[src/rtl/core/sds_pkg.sv]
// ----------------------------------------------------------------------------
// sds_pkg
// Shared types and constants for the step/dir sequencer.
// ----------------------------------------------------------------------------
package sds_pkg;

    // default width of the remaining step counter
    localparam int COUNT_WIDTH_DEF = 31;

    // settle wait after reset
    localparam logic [7:0] SETTLE_RESET = 8'd10;

    // fixed widths of the item fields
    localparam int MOVE_WIDTH  = 32;
    localparam int STEPS_WIDTH = 31;
    localparam int OUT_TDATA_W = 40;

    // item kinds carried on tuser
    localparam logic KIND_TICK = 1'b0;
    localparam logic KIND_MOVE = 1'b1;

    // one input item
    typedef struct packed {
        logic                          kind;
        logic signed [MOVE_WIDTH-1:0]  move_steps;
    } in_item_t;

    // one result item
    typedef struct packed {
        logic                    busy_res;
        logic [STEPS_WIDTH-1:0]  steps_left;
        logic                    dir_level;
        logic                    step_level;
        logic                    enable_level;
    } out_item_t;

    // handshake between input stage and sequencer stage
    typedef struct packed {
        logic valid;
        logic take;
    } stage_ctl_t;

endpackage

[src/rtl/core/sds_in_reg.sv]
// ----------------------------------------------------------------------------
// sds_in_reg
// Input register stage: captures one transaction per cycle from the slave
// side while it is empty or its held item is being taken, and holds it until the sequencer stage takes it.
// ----------------------------------------------------------------------------
module sds_in_reg (
    input  logic              clk,
    input  logic              rst_n,
    input  logic              s_tvalid,
    output logic              s_tready,
    input  sds_pkg::in_item_t in_item,
    input  logic              take,
    output sds_pkg::in_item_t item,
    output logic              item_valid
);

    logic              valid_reg;
    logic              valid_next;
    sds_pkg::in_item_t item_reg;
    logic              load;

    // ready whenever the held item leaves this cycle or none is held
    assign s_tready = !valid_reg || take;
    assign load     = s_tvalid && s_tready;

    // valid bit update
    always_comb
    begin
        if (load)
        begin
            valid_next = 1'b1;
        end
        else if (take)
        begin
            valid_next = 1'b0;
        end
        else
        begin
            valid_next = valid_reg;
        end
    end

    // control register
    always_ff @(posedge clk or negedge rst_n)
    begin
        if (!rst_n)
        begin
            valid_reg <= 1'b0;
        end
        else
        begin
            valid_reg <= valid_next;
        end
    end

    // payload register
    always_ff @(posedge clk)
    begin
        if (load)
        begin
            item_reg <= in_item;
        end
    end

    assign item       = item_reg;
    assign item_valid = valid_reg;

endmodule

[src/rtl/core/sds_seq.sv]
// ----------------------------------------------------------------------------
// sds_seq
// Sequencer stage: applies one tick or move to the phase machine and pins,
// and registers the resulting pin levels for the master side.
// ----------------------------------------------------------------------------
module sds_seq #(
    parameter int COUNT_WIDTH = sds_pkg::COUNT_WIDTH_DEF
) (
    input  logic               clk,
    input  logic               rst_n,
    input  logic               cfg_we,
    input  logic [7:0]         cfg_wdata,
    input  sds_pkg::in_item_t  item,
    input  logic               item_valid,
    output logic               take,
    output logic               m_tvalid,
    input  logic               m_tready,
    output sds_pkg::out_item_t result
);

    typedef enum logic [2:0] {
        PH_IDLE       = 3'd0,
        PH_SETTLE_ON  = 3'd1,
        PH_STEP       = 3'd2,
        PH_SETTLE_OFF = 3'd3,
        PH_DISABLE    = 3'd4
    } phase_t;

    localparam logic [COUNT_WIDTH-1:0] COUNT_MAX = {COUNT_WIDTH{1'b1}};

    phase_t                   phase_reg;
    phase_t                   phase_next;
    logic [7:0]               settle_reg;
    logic [7:0]               settle_cnt_reg;
    logic [7:0]               settle_cnt_next;
    logic                     high_half_reg;
    logic                     high_half_next;
    logic [COUNT_WIDTH-1:0]   remaining_reg;
    logic [COUNT_WIDTH-1:0]   remaining_next;
    logic                     enable_reg;
    logic                     enable_next;
    logic                     step_reg;
    logic                     step_next;
    logic                     dir_reg;
    logic                     dir_next;
    logic                     out_valid_reg;
    logic                     out_valid_next;
    sds_pkg::out_item_t       result_reg;
    sds_pkg::out_item_t       result_next;
    logic                     fire;
    logic [7:0]               cnt_inc;
    logic                     settle_done;
    logic [31:0]              raw;
    logic [31:0]              mag;
    logic                     sat;

    // the stage moves when the output register is free or being drained
    assign take = item_valid && (!out_valid_reg || m_tready);
    assign fire = take;

    // settle counter step shared by both settle phases
    assign cnt_inc     = settle_cnt_reg + 8'd1;
    assign settle_done = cnt_inc > settle_reg;

    // move magnitude with saturation to the counter range
    assign raw = 32'(item.move_steps);
    assign mag = raw[31] ? (32'd0 - raw) : raw;
    assign sat = (mag >> COUNT_WIDTH) != 32'd0;

    // next state for one transaction
    always_comb
    begin
        phase_next      = phase_reg;
        settle_cnt_next = settle_cnt_reg;
        high_half_next  = high_half_reg;
        remaining_next  = remaining_reg;
        enable_next     = enable_reg;
        step_next       = step_reg;
        dir_next        = dir_reg;
        if (item.kind == sds_pkg::KIND_MOVE)
        begin
            if (raw != 32'd0)
            begin
                dir_next = raw[31];
            end
            remaining_next = sat ? COUNT_MAX : mag[COUNT_WIDTH-1:0];
        end
        else
        begin
            case (phase_reg)
                PH_IDLE:
                begin
                    if (remaining_reg != '0)
                    begin
                        enable_next = 1'b1;
                        phase_next  = PH_SETTLE_ON;
                    end
                end
                PH_SETTLE_ON,
                PH_SETTLE_OFF:
                begin
                    if (settle_done)
                    begin
                        settle_cnt_next = 8'd0;
                        phase_next = (phase_reg == PH_SETTLE_ON) ? PH_STEP : PH_DISABLE;
                    end
                    else
                    begin
                        settle_cnt_next = cnt_inc;
                    end
                end
                PH_STEP:
                begin
                    if (remaining_reg != '0)
                    begin
                        if (high_half_reg)
                        begin
                            high_half_next = 1'b0;
                            step_next      = 1'b1;
                        end
                        else
                        begin
                            step_next      = 1'b0;
                            high_half_next = 1'b1;
                            remaining_next = remaining_reg - COUNT_WIDTH'(1);
                        end
                    end
                    else
                    begin
                        phase_next = PH_SETTLE_OFF;
                    end
                end
                PH_DISABLE:
                begin
                    enable_next = 1'b0;
                    phase_next  = PH_IDLE;
                end
                default:
                begin
                    phase_next = PH_IDLE;
                end
            endcase
        end
    end

    // result fields from the updated state
    always_comb
    begin
        result_next.enable_level = enable_next;
        result_next.step_level   = step_next;
        result_next.dir_level    = dir_next;
        result_next.steps_left   = sds_pkg::STEPS_WIDTH'(remaining_next);
        result_next.busy_res     = (phase_next != PH_IDLE);
    end

    // output valid update
    always_comb
    begin
        if (fire)
        begin
            out_valid_next = 1'b1;
        end
        else if (m_tready)
        begin
            out_valid_next = 1'b0;
        end
        else
        begin
            out_valid_next = out_valid_reg;
        end
    end

    // state, configuration and result registers
    always_ff @(posedge clk or negedge rst_n)
    begin
        if (!rst_n)
        begin
            phase_reg      <= PH_IDLE;
            settle_reg     <= sds_pkg::SETTLE_RESET;
            settle_cnt_reg <= 8'd0;
            high_half_reg  <= 1'b0;
            remaining_reg  <= '0;
            enable_reg     <= 1'b0;
            step_reg       <= 1'b0;
            dir_reg        <= 1'b0;
            out_valid_reg  <= 1'b0;
        end
        else
        begin
            if (cfg_we)
            begin
                settle_reg <= cfg_wdata;
            end
            if (fire)
            begin
                phase_reg      <= phase_next;
                settle_cnt_reg <= settle_cnt_next;
                high_half_reg  <= high_half_next;
                remaining_reg  <= remaining_next;
                enable_reg     <= enable_next;
                step_reg       <= step_next;
                dir_reg        <= dir_next;
            end
            out_valid_reg <= out_valid_next;
        end
    end

    // result payload
    always_ff @(posedge clk)
    begin
        if (fire)
        begin
            result_reg <= result_next;
        end
    end

    assign m_tvalid = out_valid_reg;
    assign result   = result_reg;

endmodule

[src/rtl/core/stepper_step_dir_sequencer.sv]
// ----------------------------------------------------------------------------
// stepper_step_dir_sequencer
// Step/dir pulse sequencer for a stepper driver, driven by tick and move
// transactions, returning pin levels and remaining steps per transaction.
// ----------------------------------------------------------------------------
//
//  channel   dir  signals                        content
//  --------  ---  -----------------------------  -------------------------------
//  slave     in   s_tvalid s_tready s_tdata      move_steps (signed, 32 bits)
//                 s_tuser                        kind: 0 tick, 1 move
//  master    out  m_tvalid m_tready m_tdata      enable, step, dir, steps_left,
//                                                busy
//  config    in   cfg_we cfg_wdata               settle_ticks (8 bits)
//
//  One transaction per cycle sustained while m_tready is high; an accepted
//  transaction is loaded into the input register, and its result is loaded
//  into the result register when the sequencer stage takes it.
//  A stall on m_tready holds the result register and the input register; the
//  slave side keeps accepting while the input register is free or draining.
//  Reset puts the phase machine in idle, clears pins and count, and loads
//  settle_ticks with 10.
//
module stepper_step_dir_sequencer #(
    parameter int COUNT_WIDTH = sds_pkg::COUNT_WIDTH_DEF
) (
    input  logic                           clk,
    input  logic                           rst_n,
    input  logic                           s_tvalid,
    output logic                           s_tready,
    input  logic [31:0]                    s_tdata,   // [31:0] move_steps
    input  logic [0:0]                     s_tuser,   // [0] kind
    output logic                           m_tvalid,
    input  logic                           m_tready,
    output logic [sds_pkg::OUT_TDATA_W-1:0] m_tdata,  // [0] enable_level,
                                                      // [1] step_level,
                                                      // [2] dir_level,
                                                      // [33:3] steps_left,
                                                      // [34] busy_res,
                                                      // [39:35] zero
    input  logic                           cfg_we,
    input  logic [7:0]                     cfg_wdata
);

    sds_pkg::in_item_t  in_item;
    sds_pkg::in_item_t  item;
    sds_pkg::out_item_t result;
    sds_pkg::stage_ctl_t ctl;

    // unpack slave side
    assign in_item.kind       = s_tuser[0];
    assign in_item.move_steps = s_tdata;

    // input register stage
    sds_in_reg u_in_reg (
        .clk        (clk),
        .rst_n      (rst_n),
        .s_tvalid   (s_tvalid),
        .s_tready   (s_tready),
        .in_item    (in_item),
        .take       (ctl.take),
        .item       (item),
        .item_valid (ctl.valid)
    );

    // sequencer and result register
    sds_seq #(
        .COUNT_WIDTH (COUNT_WIDTH)
    ) u_seq (
        .clk        (clk),
        .rst_n      (rst_n),
        .cfg_we     (cfg_we),
        .cfg_wdata  (cfg_wdata),
        .item       (item),
        .item_valid (ctl.valid),
        .take       (ctl.take),
        .m_tvalid   (m_tvalid),
        .m_tready   (m_tready),
        .result     (result)
    );

    // pack master side
    assign m_tdata = {5'd0, result.busy_res, result.steps_left, result.dir_level,
                      result.step_level, result.enable_level};

endmodule
[config.mk]
export PLATFORM = sky130hd
export DESIGN_NAME = stepper_step_dir_sequencer
export DESIGN_NICKNAME = d
export VERILOG_FILES = /design/src/rtl/core/sds_pkg.sv /design/src/rtl/core/sds_in_reg.sv /design/src/rtl/core/sds_seq.sv /design/src/rtl/core/stepper_step_dir_sequencer.sv
export SDC_FILE = /design/constraint.sdc
export NUM_CORES = 1
export LEC_CHECK = 0
export ABC_AREA = 1
export CORE_UTILIZATION = 55
export CTS_BUF_LIST = sky130_fd_sc_hd__clkbuf_4 sky130_fd_sc_hd__clkbuf_8 sky130_fd_sc_hd__clkbuf_16
export DETAILED_ROUTE_END_ITERATION = 10
export DONT_BUFFER_PORTS = 1
export GPL_TIMING_DRIVEN = 1
export PLACE_DENSITY_LB_ADDON = 0.2
export SETUP_SLACK_MARGIN = 0.1
export SYNTH_ARGS = -nofsm -noshare
export SYNTH_HDL_FRONTEND = slang
export SYNTH_SLANG_ARGS = --single-unit
[constraint.sdc]
create_clock -name clk -period 2.9 [get_ports clk]
set_clock_uncertainty 0.2 [all_clocks]
set_input_delay 0 -clock clk [delete_from_list [all_inputs] [get_ports clk]]
set_output_delay 0 -clock clk [all_outputs]
set_load 0.005 [all_outputs]
==> impl_metrics.tcl, run 1 <==
set metrics [dict create \
    status "completed" \
    syn_inst 931 \
    grt_pass1_vias 6442 \
    period_needed_ns 2.630 \
    p_int_w 0.004785 \
    drt-initial-drc-count 522 \
    die_width_um 117.6 \
    endpoint_kind "flip-flop" \
    finalMaxSlewViolations 0 \
    muxShareOfSynthArea 0.001532 \
    cpMaxStageDelayCell "dfrtp_1" \
    critPathMaxFanout 4 \
    ys_types 44 \
    p_per_area_mw_per_mm2 798.4 \
    p_sw_w 0.002480 \
    portBuffers 0 \
    drive_gt1_frac 0.09469 \
    io_pins 88 \
    clk_pin_slew_ns 0.06 \
    cp_num_buf_inv 2 \
    cts_buffers 17 \
    cp-start-kind "flip-flop" \
    cts_htree_levels 4 \
    seqPwrFrac 0.379 \
    setup_viol 0 \
    fin_setup_tns_ns 0 \
    hold_class "in2reg" \
    crit_type "reg2reg" \
    drtPass1Iterations 8 \
    synth_compound_area_frac 0.05973 \
    critPathRequiredTime_ns 2.88 \
    slew_headroom 0.6466 \
    fmax_ghz 0.3803 \
    synthXorXnorAreaFrac 0.02621 \
    area_growth_pct 23.76 \
    synth_seq_area_share 0.4687 \
    grt_pass1_wl_um 31020 \
    p_comb_frac 0.284 \
    largest_reg_flops 35 \
    drt_wl_total_um 18730 \
    worstMarginPinSlew_ns 0.5284 \
    swShare 0.3413 \
    layout_commonest_cell "nand2_1" \
    place.gp.congestion 0.9362 \
    cp_common_cell "nand4_1" \
    clkPwrFrac 0.338 \
    arrival_ns 2.61 \
    cts_sinks 124 \
    routedWlPerCell_um 15.52 \
    coreArea_sq_mm 0.01282 \
    cts_tree "yes" \
    grt_max_degree 55 \
    leakagePower_nw 4.005 \
    crit_family "simple AND/OR/NAND/NOR gates" \
    instances_no_fill 1207 \
    ant_nets 0 \
    ys_seq_elements 124 \
    rsz0062_at_grt "no" \
    syn_area_sq_mm 0.007352 \
    final_cell_mix "nand2_1, nand3_1, inv_1" \
    peakVddDrop_mv 0.4986 \
    die_h_um 117.6 \
    vias 6603 \
    grt_usage 0.2864 \
    critPathMaxStageDelay_ns 0.42 \
    clockRootBuffer "clkbuf_16" \
    synthFlopType "edfxtp_1" \
    synth_top_family_by_area "simple AND/OR/NAND/NOR gates" \
    yosysWarnings 0 \
    cts_buffer_depth 2 \
    drc 0 \
    die-area_sq_mm 0.01383 \
    clock_latency_ns 0.43 \
    dp_cells 1089 \
    path_cells "nand3_2 -> inv_1 -> nand4_1 -> nor2_1 -> xor2_1 -> inv_1 -> ha_1 -> nand2_1 -> o21a_1 -> nand2_2 -> nand4_1 -> nand3_1 -> nand4_1" \
    yosys.area_share.adder 0.01872 \
    rows 41 \
    cap_violations 0 \
    start_util 0.5733 \
    hold_viol 0 \
    hpwlAfterDp_um 11940 \
    nets 1079 \
    async_reset_ff_frac 0.4516 \
    antenna_found_initial 0 \
    diodes 0 \
    post-route-period-util 0.9068 \
    grt.overflow.total 0 \
    avgSynthCellArea_sq_um 7.897 \
    fin_hold_ws_ns 0.04690 \
    synthSimpleGateAreaFrac 0.3506 \
    via_per_inst 5.471 \
    synth_edf_count 68 \
]
## power by group through the flow
stage	combinational, W	sequential, W	clock (W)
after CTS	0.00199	0.00274	0.00247
final	0.00206	0.00275	0.00245
after detailed placement	0.00186	0.00276	0
after global routing	0.00235	0.00281	0.00255
after global placement	0.00182	0.00277	0
after floorplan	0.00152	0.00264	0
## final cells by class
type	instances	area, sq um
clock buffers	22	504.2
flip-flops and latches	124	3446
repair buffers	98	978.4
multi-input cells	679	3390
well taps	172	215.2
clock inverters	10	182.7
inverters	102	382.9
fillers	966	3726
## what timing repair did
item,CTS,global route
resized for setup,0,5
endpoints found under the setup margin,0,9
hold buffers,83,0
setup buffers,0,3
hold endpoints to repair,138,0
## layer usage
layer / GRT usage / wire, um / part of all wire
met3: 0.06153 / 1051 / 0.056
met1: 0.3528 / 7810 / 0.42
met4: 0.1314 / 589 / 0.031
met5: 0 / 0 / 0
met2: 0.4805 / 9280 / 0.50
## logic make-up after synthesis
logic type      Yosys count
compound gates           78
buf+inv                 132
xor+xnor                 22
simple gates            562
other cells               1
flops                   124
mux                       1
fa+ha+maj                11
## synth_stat cells, types with 9 or more instances
library cell	instances	area share
nand2_1	263	0.13
nand3_1	115	0.078
inv_1	99	0.051
nor2_1	86	0.044
edfxtp_1	68	0.28
dfrtp_1	54	0.18
o21ai_0	35	0.024
and2_1	22	0.019
nand4_1	22	0.019
xor2_1	16	0.019
a21oi_1	14	0.0095
ha_1	11	0.019
nor2_2	11	0.0094
clkbuf_1	10	0.0051
o21ai_1	10	0.0068
buf_2	9	0.0061
## worst paths after layout
path | from | endpoint | slack (ns) | cells after the start
max | u_seq.settle_cnt_reg[0]$_DFFE_PN0P_ | u_seq.result[34]$_DFFE_PP_ | 0.27 | 13
min | cfg_wdata[6] | u_seq.settle_reg[6]$_DFFE_PN0P_ | 0.05 | 3
max reg2reg | u_seq.settle_cnt_reg[0]$_DFFE_PN0P_ | u_seq.result[34]$_DFFE_PP_ | 0.27 | 13
min reg2reg | u_seq.step_reg$_DFFE_PN0P_ | u_seq.step_reg$_DFFE_PN0P_ | 0.30 | 2
max in group asynchronous | rst_n | u_seq.remaining_reg[20]$_DFFE_PN0P_ | 1.68 | 4
min in group asynchronous | rst_n | u_seq.settle_reg[3]$_DFFE_PN1P_ | 0.54 | 3
## per-stage QoR
| step | worst slack, ns | util | total power (W) | cell area, sq um |
|---|---|---|---|---|
| after floorplan | 0.4559 | - | 0.004165 | 7367 |
| after global placement | 0.2911 | 0.5857 | 0.004590 | 7511 |
| after detailed placement | 0.2230 | 0.5857 | 0.004618 | 7511 |
| after CTS | 0.1787 | 0.7067 | 0.007200 | 9064 |
| after global routing | 0.05651 | 0.7095 | 0.007709 | 9099 |
| final | 0.2704 | 0.7095 | 0.007265 | 9099 |
## tightest hold or removal path, cell delays in order
cell           delay, ns
dlygate4sd3_1       0.52
nand2_1             0.05
o21ai_0             0.06
Note: power is estimated with default switching activity, not from simulation.
==> run 2: changes to the inputs <==
CELL_PAD_IN_SITES_DETAIL_PLACEMENT = 1   (was not set)
CELL_PAD_IN_SITES_GLOBAL_PLACEMENT = 2   (was not set)
CORE_UTILIZATION = 38   (was 55)
SETUP_SLACK_MARGIN = 0.3   (was 0.1)
==> run 2 against run 1 <==
Cell count is 9.3% higher. Critical path type unchanged. Total power rose by 5.3%. Die area rose by 44%. Hold slack worse by 0.0012 ns. Routed wire length is 24% higher. Via count rose by 0.62%. Fmax is 3.5% lower. Core utilization down 20 points.
==> impl_metrics.tcl, run 2 (synthesis results as in run 1) <==
set metrics [dict create \
    slew_headroom 0.6535 \
    hpwlAfterDp_um 16220 \
    area_growth_pct 29.56 \
    largest_reg_flops 35 \
    critPathRequiredTime_ns 2.86 \
    nets 1103 \
    diodes 0 \
    die_width_um 141.1 \
    clock_latency_ns 0.43 \
    drt_wl_total_um 23270 \
    finalMaxSlewViolations 0 \
    portBuffers 0 \
    clockRootBuffer "clkbuf_16" \
    design_area_sq_mm 0.009525 \
    hold_viol 0 \
    post_dp_cell_area_sq_mm 0.007651 \
    drc 0 \
    cts_buffers 17 \
    cts_sinks 124 \
    peakVddDrop_mv 0.4093 \
    endpoint_kind "flip-flop" \
    cts_tree "yes" \
    grt_pass1_vias 7180 \
    cp_num_buf_inv 1 \
    dpl_worst_slack_ns 0.05245 \
    routedWlPerCell_um 17.64 \
    fin_ws_ns 0.1747 \
    grt_usage 0.2487 \
    crit_family "simple AND/OR/NAND/NOR gates" \
    critPathMaxFanout 3 \
    place.gp.congestion 0.8381 \
    post-route-period-util 0.9398 \
    grt_max_degree 55 \
    setup_viol 0 \
    die-area_sq_mm 0.01991 \
    cts_htree_levels 4 \
    vias 6644 \
    status "completed" \
    final_util 0.5058 \
    hold_class "in2reg" \
    start_util 0.3904 \
    ant_nets 0 \
    antenna_found_initial 0 \
    layout_commonest_cell "nand2_1" \
    rows 50 \
    drt-initial-drc-count 319 \
    critPathMaxStageDelay_ns 0.39 \
    cts_buffer_depth 2 \
    fin_setup_tns_ns 0 \
    p_total_w 0.007647 \
    path_cells "ha_2 -> nand3_2 -> nor2_1 -> nand2_1 -> xor2_1 -> inv_1 -> ha_4 -> nand2_4 -> o21a_1 -> nand2_2 -> nand2_4 -> nand2_2 -> nand3_2 -> nand2_2 -> nand4_1" \
    cap_violations 0 \
    period_needed_ns 2.725 \
    drtPass1Iterations 5 \
    fmax_ghz 0.3669 \
    grt.overflow.total 0 \
    leakagePower_nw 4.123 \
    via_per_inst 5.037 \
    drive_gt1_frac 0.1360 \
    p_per_area_mw_per_mm2 802.8 \
    io_pins 88 \
    coreArea_sq_mm 0.01883 \
    crit_type "reg2reg" \
    arrival_ns 2.68 \
    final_cell_mix "nand2_1, nand3_1, inv_1" \
    grt_pass1_wl_um 37830 \
    cp_common_cell "nand2_2" \
    cp-start-kind "flip-flop" \
    die_h_um 141.1 \
    clk_pin_slew_ns 0.06 \
    worstMarginPinSlew_ns 0.5180 \
    cpMaxStageDelayCell "dfrtp_1" \
    rsz0062_at_grt "yes" \
]
==> run 2: tightest hold or removal path, cell delays in order <==
cell,delay (ns)
dlygate4sd3_1,0.53
nand2_1,0.05
o21ai_0,0.06
==> run 2: area by class of cell <==
| class | instances | area [sq um] |
|---|---|---|
| multi-input combinational | 679 | 3541 |
| tap | 260 | 325.3 |
| timing repair buffer | 122 | 1179 |
| fill | 2220 | 9305 |
| sequential | 124 | 3446 |
| clock buffer | 20 | 465.4 |
| clock inverter | 12 | 186.4 |
| inverter | 102 | 382.9 |
==> run 2: where the power goes <==
| group | switching [W] | internal (W) |
|---|---|---|
| clock network | 0.000844 | 0.00152 |
| registers | 0.000440 | 0.00234 |
| logic | 0.00151 | 0.000997 |
==> run 2: stage by stage <==
step / std cells / hold slack (ns)
finish: 1319 / 0.04572
global route: 1319 / 0.07689
floorplan: 935 / -0.4956
detailed placement: 1181 / -0.4934
CTS: 1308 / 0.02369
global placement: 1181 / -0.4935
==> run 2: what timing repair did <==
item	in CTS	in global routing
setup endpoints to repair	9	19
buffers inserted	12	11
pin swaps	12	11
hold buffers	83	0
hold endpoints to repair	161	0
resized for setup	9	30
==> run 2: per-layer routing <==
layer	GRT usage	wire length, um
met1	0.3091	10640
met2	0.4390	11820
met3	0.04789	606
met4	0.06636	209
met5	0	0
==> run 2: path summary, 6_finish.rpt <==
kind / startpoint / to / slack (ns) / cells past startpoint
worst max-delay path: u_seq.settle_cnt_reg[0]$_DFFE_PN0P_ / u_seq.result[34]$_DFFE_PP_ / 0.17 / 15
worst min-delay path: cfg_wdata[7] / u_seq.settle_reg[7]$_DFFE_PN0P_ / 0.05 / 3
worst max register to register: u_seq.settle_cnt_reg[0]$_DFFE_PN0P_ / u_seq.result[34]$_DFFE_PP_ / 0.17 / 15
worst min register to register: u_seq.enable_reg$_DFFE_PN0P_ / u_seq.enable_reg$_DFFE_PN0P_ / 0.31 / 2
max in group asynchronous: rst_n / u_seq.remaining_reg[16]$_DFFE_PN0P_ / 1.65 / 4
min in group asynchronous: rst_n / u_seq.settle_reg[3]$_DFFE_PN1P_ / 0.55 / 3
==> run 3: changes to the inputs <==
clock period = 2.96 ns   (was 2.9 ns; I/O delays follow)
==> run 3 against run 2 <==
Hold slack gained 0.0023 ns. Sequential share of layout area up 1.1 points. Die area did not move. Core utilization down 1.5 points. Highest routed layer unchanged. Largest power group unchanged. Worst setup slack better by 0.015 ns. Critical path depth is 1 lower. First-iteration DRC count shrank 16%. Combinational power decreased by 10%.
==> impl_metrics.tcl, run 3 (synthesis results as in run 1) <==
set metrics [dict create \
    endpoint_kind "flip-flop" \
    fin_setup_tns_ns 0 \
    hold_class "in2reg" \
    setup_viol 0 \
    cp_num_cells 14 \
    ant_nets 0 \
    drive_gt1_frac 0.1114 \
    cts_buffer_depth 2 \
    worstMarginPinSlew_ns 0.5776 \
    crit_family "simple AND/OR/NAND/NOR gates" \
    clk_pin_slew_ns 0.06 \
    rr_worst_depth 14 \
    hold_viol 0 \
    grt.overflow.total 0 \
    portBuffers 0 \
    dpl_worst_slack_ns 0.1840 \
    crit_type "reg2reg" \
    drc 0 \
    cts_tree "yes" \
    grt_pass1_vias 7011 \
    die_h_um 141.1 \
    die-area_sq_mm 0.01991 \
    cts_sinks 124 \
    fin_ws_ns 0.1897 \
    drt-initial-drc-count 268 \
    cp_num_buf_inv 2 \
    hold_depth 3 \
    nets 1085 \
    slew_headroom 0.6149 \
    leakagePower_nw 4.005 \
    diodes 0 \
    largest_reg_flops 35 \
    layout_commonest_cell "nand2_1" \
    arrival_ns 2.73 \
    period_needed_ns 2.770 \
    clock_latency_ns 0.43 \
    cpMaxStageDelayCell "dfrtp_1" \
    io_pins 88 \
    cap_violations 0 \
    cp-start-kind "flip-flop" \
    final_cell_mix "nand2_1, nand3_1, inv_1" \
    via_per_inst 5.049 \
    critPathMaxFanout 4 \
    drtPass1Iterations 4 \
    place.gp.congestion 0.8273 \
    grt_max_degree 55 \
    area_growth_pct 25.82 \
    path_cells "nand3_2 -> inv_2 -> nand4_1 -> nor2_1 -> xor2_1 -> inv_1 -> ha_4 -> nand2_4 -> nor2_4 -> nand4_1 -> nand4_1 -> nand2_1 -> nand2_2 -> nand4_1" \
    post-route-period-util 0.9359 \
    p_per_area_mw_per_mm2 764.0 \
    cts_buffers 17 \
    die_width_um 141.1 \
    grt_usage 0.2459 \
    cp_common_cell "nand4_1" \
    hpwlAfterDp_um 16120 \
    critPathRequiredTime_ns 2.92 \
    routedWlPerCell_um 17.88 \
    critPathMaxStageDelay_ns 0.43 \
    coreArea_sq_mm 0.01883 \
    peakVddDrop_mv 0.3344 \
    vias 6569 \
    antenna_found_initial 0 \
    fmax_ghz 0.3610 \
    cts_htree_levels 4 \
    status "completed" \
    rows 50 \
    rsz0062_at_grt "yes" \
    clockRootBuffer "clkbuf_16" \
    drt_wl_total_um 23270 \
    start_util 0.3904 \
    grt_pass1_wl_um 37270 \
    finalMaxSlewViolations 0 \
]
==> run 3: cell types whose count changed in the layout (fill, tap and decap cells not counted), moves of 3 or more <==
cell	before	now
nand2_1	254	257
o22ai_2	3	0
o22ai_1	4	7
a21oi_1	11	14
buf_4	36	20
a21oi_2	3	0
==> run 3: per-stage QoR <==
step	utilization	area [sq um]	std cells	hold slack, ns	total power [W]
floorplan	-	7367	935	-0.4956	0.004080
global placement	0.4066	7656	1180	-0.4935	0.004603
detailed placement	0.4066	7656	1180	-0.4931	0.004692
CTS	0.4854	9141	1298	0.02595	0.006955
global route	0.4912	9250	1301	0.06411	0.007512
finish	0.4912	9250	1301	0.04803	0.007067
==> run 3: where the power goes <==
part	switching, W	internal [W]	total (W)	leakage (nW)
clock network	0.000826	0.00126	0.00209	0.277
logic	0.00140	0.000843	0.00225	2.39
registers	0.000444	0.00229	0.00273	1.34
total	0.00267	0.00439	0.00707	4.00
==> run 3: worst min-delay path, stage by stage <==
cell and delay [ns]:
dlygate4sd3_1 0.52, nand2_1 0.05, o21ai_0 0.06
==> run 3: path summary, 6_finish.rpt <==
kind	startpoint	endpoint	slack, ns
worst min register to register	u_seq.enable_reg$_DFFE_PN0P_	u_seq.enable_reg$_DFFE_PN0P_	0.31
worst max register to register	u_seq.settle_cnt_reg[0]$_DFFE_PN0P_	u_seq.result[34]$_DFFE_PP_	0.19
max in group asynchronous	rst_n	u_seq.remaining_reg[17]$_DFFE_PN0P_	1.65
min in group asynchronous	rst_n	u_seq.settle_reg[3]$_DFFE_PN1P_	0.60
worst min-delay path	cfg_wdata[4]	u_seq.settle_reg[4]$_DFFE_PN0P_	0.05
worst max-delay path	u_seq.settle_cnt_reg[0]$_DFFE_PN0P_	u_seq.result[34]$_DFFE_PP_	0.19
==> run 3: layer usage <==
| metal | up-vias | GRT usage | share of wire |
|---|---|---|---|
| met1 | 3198 | 0.3113 | 0.46 |
| met2 | 108 | 0.4229 | 0.49 |
| met4 | 0 | 0.08410 | 0.021 |
| li1 | 3231 | - | - |
| met3 | 32 | 0.04212 | 0.024 |
| met5 | - | 0 | 0 |
==> run 3: what timing repair did <==
action	in CTS	in global routing
pin swaps	1	17
setup endpoints to repair	6	16
hold buffers	83	0
buffers inserted	3	3
resized for setup	4	18
hold endpoints to repair	136	0
==> run 3: area by class of cell <==
cell class,instances,area [sq um]
clock buffers,19,440.4
clock inverters,13,143.9
fillers,2230,9580
inverters,102,382.9
multi-input cells,679,3476
flip-flops and latches,124,3446
well taps,260,325.3
repair buffers,104,1036
